## src/hdl/uccb_pkg.sv

```systemverilog
// Shared types and constants for the serial command to bus bridge.
package uccb_pkg;

  // Request codes on the input channel.
  localparam logic [1:0] REQ_START = 2'd0;
  localparam logic [1:0] REQ_BYTE  = 2'd1;
  localparam logic [1:0] REQ_REPLY = 2'd2;

  // Command codes carried in byte 2 of a frame.
  localparam logic [7:0] CMD_WRITE = 8'h01;
  localparam logic [7:0] CMD_READ  = 8'h00;

  // Greeting sent after the start event.
  localparam logic [7:0] GREETING = 8'h5A;

  // Number of bytes in one frame and the width of a position within it.
  localparam int unsigned FrameBytes = 8;
  localparam int unsigned PosW       = $clog2(FrameBytes);
  localparam logic [PosW-1:0] LastPos = PosW'(FrameBytes - 1);

  // Kind of a result beat.
  typedef enum logic [1:0] {
    KIND_TX    = 2'd0,
    KIND_WRITE = 2'd1,
    KIND_READ  = 2'd2,
    KIND_HAND  = 2'd3
  } kind_e;

  // Command phase, one-hot.
  typedef enum logic [3:0] {
    PH_START   = 4'b0001,
    PH_COLLECT = 4'b0010,
    PH_READ    = 4'b0100,
    PH_HANDED  = 4'b1000
  } phase_e;

  // Compact description of the result beats caused by one input beat.
  // Beat 0 and every beat other than the bus beat of a frame transmit a
  // byte of tx_word; beat 1 of a frame is the bus request or hand-over.
  typedef struct packed {
    logic [1:0]  last_idx;
    logic        is_frame;
    kind_e       kind2;
    logic [31:0] tx_word;
    logic [31:0] addr;
    logic [31:0] data;
  } job_t;

endpackage

```

## src/hdl/uccb_ctrl.sv

```systemverilog
// Command state, frame store and job decode for each accepted input beat.
module uccb_ctrl (
  input  logic              clk_i,
  input  logic              rst_ni,
  input  logic              accept_i,
  input  logic [1:0]        req_type_i,
  input  logic [7:0]        rx_byte_i,
  input  logic [31:0]       read_data_i,
  output logic              job_load_o,
  output uccb_pkg::job_t    job_o
);
  import uccb_pkg::*;

  phase_e          phase_q, phase_d;
  logic [PosW-1:0] pos_q, pos_d;
  logic [7:0]      cnt_q, cnt_d;
  logic [7:0]      store_q [FrameBytes];
  logic            job_load;
  logic            store_we;
  logic [7:0]      cmd;
  logic [31:0]     frame_addr;
  logic [31:0]     frame_data;

  // Fields assembled from the frame; the last byte comes straight from the input.
  assign cmd        = store_q[2];
  assign frame_addr = {store_q[3], 8'h00, store_q[1], store_q[0]};
  assign frame_data = {rx_byte_i, store_q[6], store_q[5], store_q[4]};

  // Next state and the job for the current input beat.
  always_comb begin
    phase_d  = phase_q;
    pos_d    = pos_q;
    cnt_d    = cnt_q;
    job_load = 1'b0;
    store_we = 1'b0;
    job_o    = '0;
    unique case (req_type_i)
      REQ_START: begin
        if (phase_q == PH_START) begin
          job_load      = 1'b1;
          job_o.tx_word = {24'h000000, GREETING};
          phase_d       = PH_COLLECT;
        end
      end
      REQ_BYTE: begin
        if (phase_q == PH_COLLECT) begin
          store_we = 1'b1;
          if (pos_q != LastPos) begin
            pos_d = pos_q + 1'b1;
          end else begin
            pos_d          = '0;
            cnt_d          = cnt_q + 8'd1;
            job_load       = 1'b1;
            job_o.last_idx = 2'd1;
            job_o.is_frame = 1'b1;
            job_o.tx_word  = {24'h000000, cnt_q};
            priority if (cmd == CMD_WRITE) begin
              job_o.kind2 = KIND_WRITE;
              job_o.addr  = frame_addr;
              job_o.data  = frame_data;
            end else if (cmd == CMD_READ) begin
              job_o.kind2 = KIND_READ;
              job_o.addr  = frame_addr;
              phase_d     = PH_READ;
            end else begin
              job_o.kind2 = KIND_HAND;
              phase_d     = PH_HANDED;
            end
          end
        end
      end
      REQ_REPLY: begin
        if (phase_q == PH_READ) begin
          job_load       = 1'b1;
          job_o.last_idx = 2'd3;
          job_o.tx_word  = read_data_i;
          phase_d        = PH_COLLECT;
        end
      end
      default: begin
      end
    endcase
  end

  assign job_load_o = accept_i && job_load;

  // Control state.
  always_ff @(posedge clk_i or negedge rst_ni) begin
    if (!rst_ni) begin
      phase_q <= PH_START;
      pos_q   <= '0;
      cnt_q   <= '0;
    end else if (accept_i) begin
      phase_q <= phase_d;
      pos_q   <= pos_d;
      cnt_q   <= cnt_d;
    end
  end

  // Frame bytes; contents are meaningless until written.
  always_ff @(posedge clk_i) begin
    if (accept_i && store_we) begin
      store_q[pos_q] <= rx_byte_i;
    end
  end

  // Frame position only moves while collecting.
  assert property (@(posedge clk_i) disable iff (!rst_ni)
    (pos_q != '0) |-> (phase_q == PH_COLLECT))
    else $error("frame position nonzero outside collecting phase");

endmodule

```

## src/hdl/uccb_emit.sv

```systemverilog
// Job register and result register that send out one result beat per cycle while the output is not stalled.
module uccb_emit (
  input  logic           clk_i,
  input  logic           rst_ni,
  input  logic           job_load_i,
  input  uccb_pkg::job_t job_i,
  output logic           in_stall_o,
  output logic           out_valid_o,
  input  logic           out_stall_i,
  output logic [1:0]     out_kind_o,
  output logic [7:0]     tx_byte_o,
  output logic [31:0]    bus_addr_o,
  output logic [31:0]    bus_data_o,
  output logic           last_o
);
  import uccb_pkg::*;

  job_t        job_q;
  logic        job_valid_q;
  logic [1:0]  idx_q;
  logic        take;
  logic        emit;
  logic        done;

  logic        out_valid_q;
  kind_e       kind_q, kind_d;
  logic [7:0]  tx_q, tx_d;
  logic [31:0] addr_q, addr_d;
  logic [31:0] data_q, data_d;
  logic        last_q, last_d;
  logic [7:0]  sel_byte;

  // The result register can take a beat when empty or being drained.
  assign take       = !out_valid_q || !out_stall_i;
  assign emit       = job_valid_q && take;
  assign done       = emit && (idx_q == job_q.last_idx);
  assign in_stall_o = job_valid_q && !done;

  // Byte of the transmit word for the current beat, least significant first.
  always_comb begin
    unique case (idx_q)
      2'd0: sel_byte = job_q.tx_word[7:0];
      2'd1: sel_byte = job_q.tx_word[15:8];
      2'd2: sel_byte = job_q.tx_word[23:16];
      default: sel_byte = job_q.tx_word[31:24];
    endcase
  end

  // Fields of the current result beat.
  always_comb begin
    last_d = (idx_q == job_q.last_idx);
    if (job_q.is_frame && idx_q == 2'd1) begin
      kind_d = job_q.kind2;
      tx_d   = 8'h00;
      addr_d = job_q.addr;
      data_d = job_q.data;
    end else begin
      kind_d = KIND_TX;
      tx_d   = sel_byte;
      addr_d = '0;
      data_d = '0;
    end
  end

  // Job control.
  always_ff @(posedge clk_i or negedge rst_ni) begin
    if (!rst_ni) begin
      job_valid_q <= 1'b0;
      idx_q       <= '0;
    end else if (job_load_i) begin
      job_valid_q <= 1'b1;
      idx_q       <= '0;
    end else if (done) begin
      job_valid_q <= 1'b0;
    end else if (emit) begin
      idx_q <= idx_q + 2'd1;
    end
  end

  // Job payload.
  always_ff @(posedge clk_i) begin
    if (job_load_i) begin
      job_q <= job_i;
    end
  end

  // Result valid.
  always_ff @(posedge clk_i or negedge rst_ni) begin
    if (!rst_ni) begin
      out_valid_q <= 1'b0;
    end else if (emit) begin
      out_valid_q <= 1'b1;
    end else if (!out_stall_i) begin
      out_valid_q <= 1'b0;
    end
  end

  // Result payload.
  always_ff @(posedge clk_i) begin
    if (emit) begin
      kind_q <= kind_d;
      tx_q   <= tx_d;
      addr_q <= addr_d;
      data_q <= data_d;
      last_q <= last_d;
    end
  end

  assign out_valid_o = out_valid_q;
  assign out_kind_o  = kind_q;
  assign tx_byte_o   = tx_q;
  assign bus_addr_o  = addr_q;
  assign bus_data_o  = data_q;
  assign last_o      = last_q;

  // A new job never overwrites one with beats still to send.
  assert property (@(posedge clk_i) disable iff (!rst_ni)
    job_load_i |-> (!job_valid_q || done))
    else $error("job loaded over an unfinished job");

  // The beat index never runs past the last beat of the job.
  assert property (@(posedge clk_i) disable iff (!rst_ni)
    job_valid_q |-> (idx_q <= job_q.last_idx))
    else $error("beat index beyond end of job");

  // A finished job with nothing new behind it leaves the job register empty.
  assert property (@(posedge clk_i) disable iff (!rst_ni)
    (done && !job_load_i) |=> !job_valid_q)
    else $error("job register still busy after its last beat");

endmodule

```

## src/hdl/uart_command_bus_bridge_unit.sv

```systemverilog
// An input beat's job is registered, then each of its result beats in turn; the
// single result register sends one beat per cycle while the output is not
// stalled. Throughput: one input beat per cycle while each causes at most one
// result and the output is not stalled; one causing more holds the input.
// Reset: asynchronous, active low; clears the command phase, frame position and
// frame counter. Frame bytes are not cleared, so no clearing pass is needed.
module uart_command_bus_bridge_unit (
  input  logic        clk_i,
  input  logic        rst_ni,
  input  logic        in_valid_i,
  output logic        in_stall_o,
  input  logic [1:0]  req_type_i,
  input  logic [7:0]  rx_byte_i,
  input  logic [31:0] read_data_i,
  output logic        out_valid_o,
  input  logic        out_stall_i,
  output logic [1:0]  out_kind_o,
  output logic [7:0]  tx_byte_o,
  output logic [31:0] bus_addr_o,
  output logic [31:0] bus_data_o,
  output logic        last_o
);
  import uccb_pkg::*;

  logic accept;
  logic job_load;
  job_t job;

  // An input beat is taken when offered and not held off.
  assign accept = in_valid_i && !in_stall_o;

  uccb_ctrl u_ctrl (
    .clk_i       (clk_i),
    .rst_ni      (rst_ni),
    .accept_i    (accept),
    .req_type_i  (req_type_i),
    .rx_byte_i   (rx_byte_i),
    .read_data_i (read_data_i),
    .job_load_o  (job_load),
    .job_o       (job)
  );

  uccb_emit u_emit (
    .clk_i       (clk_i),
    .rst_ni      (rst_ni),
    .job_load_i  (job_load),
    .job_i       (job),
    .in_stall_o  (in_stall_o),
    .out_valid_o (out_valid_o),
    .out_stall_i (out_stall_i),
    .out_kind_o  (out_kind_o),
    .tx_byte_o   (tx_byte_o),
    .bus_addr_o  (bus_addr_o),
    .bus_data_o  (bus_data_o),
    .last_o      (last_o)
  );

endmodule
```

## config.mk

```make
export PLATFORM = sky130hd
export DESIGN_NAME = uart_command_bus_bridge_unit
export DESIGN_NICKNAME = d
export VERILOG_FILES = /design/src/hdl/uccb_pkg.sv /design/src/hdl/uccb_ctrl.sv /design/src/hdl/uccb_emit.sv /design/src/hdl/uart_command_bus_bridge_unit.sv
export SDC_FILE = /design/constraint.sdc
export NUM_CORES = 1
export LEC_CHECK = 0
export ABC_AREA = 1
export BUFFER_PORTS_ARGS = -buffer_cell sky130_fd_sc_hd__buf_2
export CORE_MARGIN = 3
export CORE_UTILIZATION = 40
export CTS_CLUSTER_SIZE = 8
export DETAILED_ROUTE_END_ITERATION = 8
export GPL_TIMING_DRIVEN = 0
export PLACE_DENSITY_LB_ADDON = 0.15
export SLEW_MARGIN = 20
export SYNTH_ARGS = -nofsm -noshare
export SYNTH_HDL_FRONTEND = slang
export SYNTH_SLANG_ARGS = --single-unit
```

## constraint.sdc

```tcl
create_clock -name clk_i -period 9.35 [get_ports clk_i]
set_input_delay 1.87 -clock clk_i [delete_from_list [all_inputs] [get_ports clk_i]]
set_output_delay 1.87 -clock clk_i [all_outputs]
set_load 0.01 [all_outputs]
```

After elaboration in Yosys (flattened, before gate mapping). Memory sizes are Yosys's and may differ from the RTL's. Index checks and enable logic that the tools add are counted.

Logic and storage cells: 107. Input bits: 46. Output and inout bits: 77. Memories kept: 1. Memory bits (writable): 64. Bits in registers: 195.

Multiplexer cells: 37. Reduce and logical (&&, ||, !) cells: 26. Equality and inequality tests: 17. Add/subtract/negate cells: 3. Bitwise logic cells: 4.

Memories: u_ctrl.store_q (words 8, width 8, read ports 7, clocked after Yosys merged registers in 0, write ports 1, RTL line uccb_ctrl.sv:17) `logic [7:0] store_q [FrameBytes];`.

Operator list (number): $mux 32 (4); $mux 101 (1); $mux 100 (1); $pmux 32 s3 (1); $mux 4 (6); $pmux 8 s3 (1); $mux 1 (13); $pmux 4 s3 (1); $mux 2 (5); $add 8x1->8 const B (1); $eq 8x1->1 const B (1); $logic_not 8->1 (1); $ne 2x1->1 const B (4); $reduce_or 4->1 (2); $logic_and 1x1->1 (7); $mux 7 (1); $reduce_and 7->1 (1); $ne 2x2->1 const B (3); $eq 2x1->1 const B (2); $eq 2x2->1 const B (2); $eq 4x1->1 const B (1); $eq 4x2->1 const B (1); $eq 4x3->1 const B (1); $logic_not 1->1 (4); other kinds (16) (22).

Logic depth before layout (Yosys ltp). Gate-level depths: netlist (run 1).

Depth after elaboration: 11. Mapped depth: 11. Gate-level depth less buffers: 10.

Hierarchy. Synthesis (run 1) repeated with hierarchy kept, for this count alone.

Cells, all modules: 814. Area total of the unflattened synthesis: 10741.6 sq um.

By module, submodules not included: uccb_emit (area an instance 6899.1 sq um, cells each 400, seq. area each 5385.2 sq um, instances 1); uccb_ctrl (area an instance 3832.4 sq um, cells each 412, seq. area each 2058.2 sq um, instances 1); uart_command_bus_bridge_unit (area an instance 10.0 sq um, cells each 2, seq. area each 0.0 sq um, instances 1).

Worst setup path before layout (run 1). Ideal clock, no wire load.

Path type: in2reg. Start: input out_stall_i. End: register u_emit.job_q[0] (netlist bit) (enable). Slack: 1.233 ns. Data required time: 8.802 ns. Stages on the path: 5. Arrival: 7.569 ns. Setup time: 0.548 ns. Buffers on the path: 0. Cells stage by stage: a21oi_4 > nand3_1 > nand2_2 > nand2_1 > nor2_1.

Longest elaborated chain between the ends: 9.

RTL lines: start: declaration (RTL line uart_command_bus_bridge_unit.sv:16) `input logic out_stall_i,`; $logic_not 1->1 (RTL line uccb_emit.sv:34) `assign take = !out_valid_q || !out_stall_i;`; $logic_or 1x1->1 (RTL line uccb_emit.sv:34); $logic_and 1x1->1 (RTL line uccb_emit.sv:35) `assign emit = job_valid_q && take;`; $logic_and 1x1->1 (RTL line uccb_emit.sv:36) `assign done = emit && (idx_q == job_q.last_idx);`; $logic_not 1->1 (RTL line uccb_emit.sv:37) `assign in_stall_o = job_valid_q && !done;`; $logic_and 1x1->1 (RTL line uccb_emit.sv:37); $logic_not 1->1 (RTL line uart_command_bus_bridge_unit.sv:30) `assign accept = in_valid_i && !in_stall_o;`; $logic_and 1x1->1 (RTL line uart_command_bus_bridge_unit.sv:30); $logic_and 1x1->1 (RTL line uccb_ctrl.sv:85) `assign job_load_o = accept_i && job_load;`; net job_load (RTL line uart_command_bus_bridge_unit.sv:26) `logic job_load;`; end signal: assignment (RTL line uccb_emit.sv:83) `job_q <= job_i;`; end: declaration (RTL line uccb_emit.sv:18) `job_t job_q;`.

The timed path passes the listed nets, and every way through them passes these cells. A chain may end at the register's enable or synchronous reset.

Worst setup path after layout (run 1).
Start: input out_stall_i. End: output in_stall_o.

Longest elaborated chain between the ends: 6.

RTL lines: $logic_not 1->1 (RTL line uccb_emit.sv:34); $logic_or 1x1->1 (RTL line uccb_emit.sv:34); $logic_and 1x1->1 (RTL line uccb_emit.sv:35); net u_emit.emit (RTL line uccb_emit.sv:22) `logic emit;`; $logic_and 1x1->1 (RTL line uccb_emit.sv:36); $logic_not 1->1 (RTL line uccb_emit.sv:37); $logic_and 1x1->1 (RTL line uccb_emit.sv:37); end: declaration (RTL line uart_command_bus_bridge_unit.sv:11) `output logic in_stall_o,`.

The timed path passes the listed nets, and every way through them passes these cells.

==> results of run 1 <==
[through the flow]
step / cells / total power [mW]
2_1_floorplan: 818 / 1.53
5_1_grt: 1300 / 2.92
3_3_place_gp: 1244 / 1.69
4_1_cts: 1300 / 2.83
3_5_place_dp: 1251 / 1.72
6_report: 1300 / 2.79
[layer usage]
metal	global-route usage (%)	part of all wire, %
met1	20.0	44
met2	25.9	49
met4	4.93	2.1
met3	3.16	4.4
met5	0	0
[layout by cell type (no fill, tap or decap), types with 2 or more instances in the layout]
cell	instances
buf_4	13
buf_1	2
inv_1	160
nand4_1	15
buf_2	114
clkbuf_16	35
nand2_4	2
nor3_1	3
nand2_2	2
o21bai_1	3
a21oi_1	13
dfrtp_1	18
buf_6	4
a31oi_1	8
nor2_1	161
nand2_1	121
nand3_1	15
o211ai_1	3
nor3_2	3
ha_1	11
buf_16	6
clkbuf_1	23
nor2_2	3
edfxtp_1	216
conb_1	8
o21ai_0	10
xor2_1	2
[registers in the layout (all words and copies together) (netlist names)]
register	count
u_emit.out_valid_o	1
u_emit.bus_addr_o	24
u_emit.tx_byte_o	8
u_ctrl.store_q	56
u_emit.job_valid_q	1
u_emit.last_o	1
u_ctrl.phase_q	4
u_emit.job_q	93
u_emit.out_kind_o	2
u_ctrl.pos_q	3
u_emit.idx_q	2
u_ctrl.cnt_q	8
u_emit.bus_data_o	32
[worst max-delay path, delay by kind of cell]
family | cells | cell delay (ns)
AOI/OAI and AO/OA | 1 | 0.46
buffers and inverters | 4 | 0.53
and+or+nand+nor | 2 | 0.34
[cell type report]
type | instances | area share [%]
Clock inverter | 3 | 0.311
Sequential cell | 235 | 59.7
Buffer | 32 | 1.72
Inverter | 162 | 5.23
Multi-Input combinational cell | 389 | 15.4
Clock buffer | 46 | 7.86
Timing Repair Buffer | 120 | 6.44
Tap cell | 313 | 3.36
[kinds of logic after synthesis]
group	after synthesis	share of synthesized area, %
simple gates	328	14.1
flops	235	73.2
buf+inv	194	8.51
compound gates	39	2.46
fa+ha+maj	11	1.45
xor+xnor	3	0.276
other cells	1	0.0394
[worst max path at each step]
stage                                endpoint  slack, ns  cells past startpoint
5_1_grt                            in_stall_o       4.11                      7
2_1_floorplan   u_emit.job_q[0]$_SDFFCE_PP0P_       1.23                      5
3_3_place_gp   u_emit.job_q[44]$_SDFFCE_PP0P_      -1.55                      6
6_report                           in_stall_o       4.26                      7
4_1_cts                            in_stall_o       4.22                      7
3_5_place_dp                       in_stall_o       4.23                      7
[power by group through the flow]
stage          registers [mW]  clock network (mW)  logic, mW
4_1_cts                  1.31                1.13      0.397
6_report                 1.31                1.10      0.386
2_1_floorplan            1.37                   0      0.164
5_1_grt                  1.32                1.18      0.429
3_3_place_gp             1.33                   0      0.354
3_5_place_dp             1.33                   0      0.394
==> metrics.txt, run 1 <==
Hold Path Origin u_ctrl.cnt_q[6]$_DFFE_PN0P_; RSZ-0062 raised after global routing no; Post-synth top cells 216 x edfxtp_1, 162 x nor2_1, 160 x inv_1; Worst Setup Start Kind input pin; Yosys cell types 32; worst path arrival time approximately 3.2 ns; Post CTS Setup Buffer Count 0; DP HPWL around 13,000 um; total vias in the final route between 5,000 and 6,000; area occupied by registers a little under 7000 sq um; Psw about 700 uW; R2R depth 9; Worst Path Max Fanout 18; Die Ht ~160 um; Ports approximately 120; Max-Cap Viols 0; Synth async-reset ratio between 8 and 9%; CP required about 7.5 ns; clock power share between 30% and 40%; clock-pin slew on the worst setup and hold paths about 0.04 ns; count leader, synth edfxtp_1; drt first pass iters 4; pre-CTS setup slack around 4.2 ns; ys flop type edfxtp_1; Syn-to-layout area delta 22.5%; CTS resizes 0; gr usage total 15.4%; worst skew pair latency ~0.50 ns; sequential fraction of the synthesis area 73.2%; sw frac about a quarter; crit path cell chain buf_2 -> a21oi_4 -> buf_16 -> nand3_1 -> nand2_2 -> inv_1 -> buf_2; worst min path class register to register; synth top area cells edfxtp_1 68%, nor2_1 6.4%, inv_1 6.3%; VDD IR-drop max around 0.11 mV; largest net degree at the start of global routing 28; Final Setup Violations 0; CP startpoint out_stall_i; Initial Utilization 41.4%; CP Class input pin to output port; fin util 50.7%; Worst Setup End Kind output port; fraction of layout cells with a size suffix above 1 just under 20%; global-route wire length before repair between 30,000 and 40,000 um; flop-to-flop setup slack ~6.5 ns; fin. max-slew vios 0; number of synthesized flops with an enable pin roughly 220; die area approximately 26,000 sq um; crit-path most repeated cell buf_2; worst hold endpoint u_ctrl.cnt_q[6]$_DFFE_PN0P_; Avg Vias per Cell about 4.4; Synthesis Warnings 0; ant diodes 0; outcome completed; fin crit period roughly 5.1 ns; Max Freq 0.196 GHz; Final Hold Violating Endpoints 0; fillers between 2,000 and 2,500; initial antenna violation count 0; RR Endpoint u_emit.job_q[47]$_SDFFCE_PP0P_; Die Wd about 160 um; worst hold margin ~0.49 ns; grt ovf 0; cell area after layout between 10,000 and 15,000 sq um; syn avg cell area roughly 12 sq um; cts hold-fix bufs 0; Tightest Pin Transition 0.818 ns; CP max stage cell a21oi_4; final wirelength around 19,000 um; I/O Buffers about 110; Max Buffers Root-to-Sink 3; Mapped Area around 9500 sq um; Setup WS post-layout 4.26 ns; total CTS buffers 35; number of global-route vias before repair 5,852; largest area contributor in the netlist edfxtp_1; clk_skew between 0.015 and 0.02 ns; core area 23,000 sq um; instance area at placement 10,700 sq um; CTS tree built; Yosys reg bits 235; RePlAce Congestion between 0.8 and 0.9; share of the synthesized area in the top cell type between 60% and 70%; clk sink count 235; Pwr Density ~240 nW/um^2; Lkg Pwr ~4.8 nW; power share of the combinational group 13.9%; DRC viols 0; P_int around 2.1 mW; multi-input combinational cell area 1790 sq um; Largest stage delay, worst path approximately 0.46 ns; Cell Rows 55; nets 1,032; hold-critical path depth 2; Final period util a little over half; drt wl/cell between 10 and 15 um; slew margin rel. between 40% and 50%; root buf cell clkbuf_16; Post-Synthesis Cells approximately 800; Reg power frac 46.8%; Routed Antenna Nets 0; RR Startpoint u_emit.job_valid_q$_DFFE_PN0P_; setup TNS 0 ns; initial DRC count around 360; H-tree levels 2
Note: power is estimated with default switching activity, not from simulation.
==> inputs of run 2 (changes only) <==
==> constraint.sdc (replaced) <==
create_clock -name clk_i -period 5 [get_ports clk_i]
set_input_delay 1 -clock clk_i [delete_from_list [all_inputs] [get_ports clk_i]]
set_output_delay 1 -clock clk_i [all_outputs]
set_load 0.01 [all_outputs]
==> run 2 against run 1 <==
Net effect: non-clock buffer count did not move; core utilization is 0.21 points higher; clock skew rose by 0.0048 ns; design area is 0.41% higher; clock-buffer cell count is 2 higher; sequential share of layout area shrank 0.24 points; cell count is 0.15% higher; critical path type unchanged; critical path depth unchanged; sequential cell count did not move.
==> metrics.txt, run 2 (synthesized netlist as in run 1, its figures left out) <==
fin util about half; Worst Setup Start Kind input pin; fin crit period about 3.4 ns; Inst Count DP approximately 1,300; VDD IR-drop max approximately 0.21 mV; Largest stage delay, worst path between 0.5 and 0.6 ns; Max-Cap Viols 0; Pwr Density between 400 and 500 nW/um^2; clock-pin slew on the worst setup and hold paths about 0.050 ns; die area between 20,000 and 30,000 sq um; Final Hold Violating Endpoints 0; clk sink count 235; fin cells around 1,300; Tightest Pin Transition 0.877 ns; sw frac roughly a quarter; RSZ-0062 raised after global routing no; commonest non-fill, non-tap cell in the layout edfxtp_1; total CTS buffers 35; Die Wd 160 um; crit path cell chain buf_2 -> a21oi_4 -> buf_16 -> nand3_1 -> nand2_2 -> inv_1 -> buf_2; setup TNS 0 ns; fin. max-slew vios 0; worst path arrival time 2.38 ns; number of global-route vias before repair roughly 5,800; worst hold margin between 0.4 and 0.5 ns; Max Freq around 0.30 GHz; core area ~23,000 sq um; RePlAce Congestion 0.814; Max Buffers Root-to-Sink 3; drt wl/cell about 15 um; Lkg Pwr between 4 and 5 nW; Worst Path Max Fanout 14; fillers between 2,000 and 2,500; instance area at placement ~11,000 sq um; power share of the combinational group about 14%; Routed Antenna Nets 0; outcome completed; initial DRC count 360; Setup WS post-layout 1.62 ns; worst min path class input pin to asynchronous set/reset pin; most frequent cells in the layout 216 x edfxtp_1, 161 x nor2_1, 160 x inv_1, 121 x nand2_1, 114 x buf_2; final wirelength between 15,000 and 20,000 um; critical path depth 7; P_int about 4 mW; clk_skew 0.0203 ns; Reg power frac a little under half; Initial Utilization between 40% and 50%; DRC viols 0; root buf cell clkbuf_16; total vias in the final route ~5,800; total buffers and inverters traversed by the critical path 4; initial antenna violation count 0; cts hold-fix bufs 0; nets about 1,000; delay-heaviest family, CP buffers and inverters; CTS tree built; Worst Setup End Kind output port; DP HPWL approximately 13,000 um; H-tree levels 2; ant diodes 0; crit-path most repeated cell buf_2; Psw between 1 and 1.5 mW; CP max stage cell a21oi_4; I/O Buffers between 100 and 150; Ports about 120; gr usage total 15.2%; Syn-to-layout area delta 23.0%; Die Ht approximately 160 um; CP required about 4 ns; largest net degree at the start of global routing 29; slew margin rel. a little over 40%; worst skew pair latency approximately 0.50 ns; max reg flops 93; R2R depth 9; drt first pass iters 4; CP Class input pin to output port; pre-CTS setup slack about 1.4 ns; global-route wire length before repair between 30,000 and 40,000 um; Final period util between 60% and 70%; fraction of layout cells with a size suffix above 1 between 15 and 20%; clock power share around 40%; Final Setup Violations 0; Post CTS Setup Buffer Count 0; Avg Vias per Cell 4.44; cell area after layout around 12,000 sq um; Biggest register u_emit.job_q; total power around 5.3 mW; Cell Rows 55; CTS resizes 0; grt ovf 0
==> run 2: final timing paths <==
kind,start,slack [ns],endpoint
max,out_stall_i,1.62,in_stall_o
min in group clk_i,u_ctrl.cnt_q[6]$_DFFE_PN0P_,0.49,u_ctrl.cnt_q[6]$_DFFE_PN0P_
max reg2reg,u_emit.job_valid_q$_DFFE_PN0P_,2.12,u_emit.job_q[62]$_SDFFCE_PP0P_
min reg2reg,u_ctrl.cnt_q[6]$_DFFE_PN0P_,0.49,u_ctrl.cnt_q[6]$_DFFE_PN0P_
min,rst_ni,0.45,u_ctrl.pos_q[0]$_DFFE_PN0P_
max in group asynchronous,rst_ni,4.21,u_ctrl.phase_q[0]$_DFFE_PN1P_
==> run 2: layer usage <==
layer / vias to the layer above / wire [um] / global-route usage [%]
li1: 2921 / - / -
met1: 2697 / 8550 / 19.8
met2: 129 / 9330 / 25.4
met3: 30 / 985 / 3.68
met4: 0 / 319 / 4.38
met5: - / 0 / 0
==> run 2: cell type report <==
| class | count | area, sq um | share of cell area [%] |
|---|---|---|---|
| flip-flops and latches | 235 | 6960 | 59.5 |
| multi-input cells | 389 | 1790 | 15.3 |
| clock buffers | 48 | 946 | 8.08 |
| repair buffers | 120 | 751 | 6.41 |
| inverters | 162 | 609 | 5.20 |
| well taps | 313 | 392 | 3.34 |
| plain buffers | 32 | 200 | 1.71 |
| clock inverters | 3 | 55.1 | 0.470 |
==> run 2: power groups by stage <==
stage               clock network, mW  registers (mW)  logic [mW]
floorplan                           0            2.55       0.307
global placement                    0            2.49       0.664
detailed placement                  0            2.48       0.738
CTS                              2.19            2.44       0.741
global route                     2.28            2.46       0.806
finish                           2.13            2.44       0.724
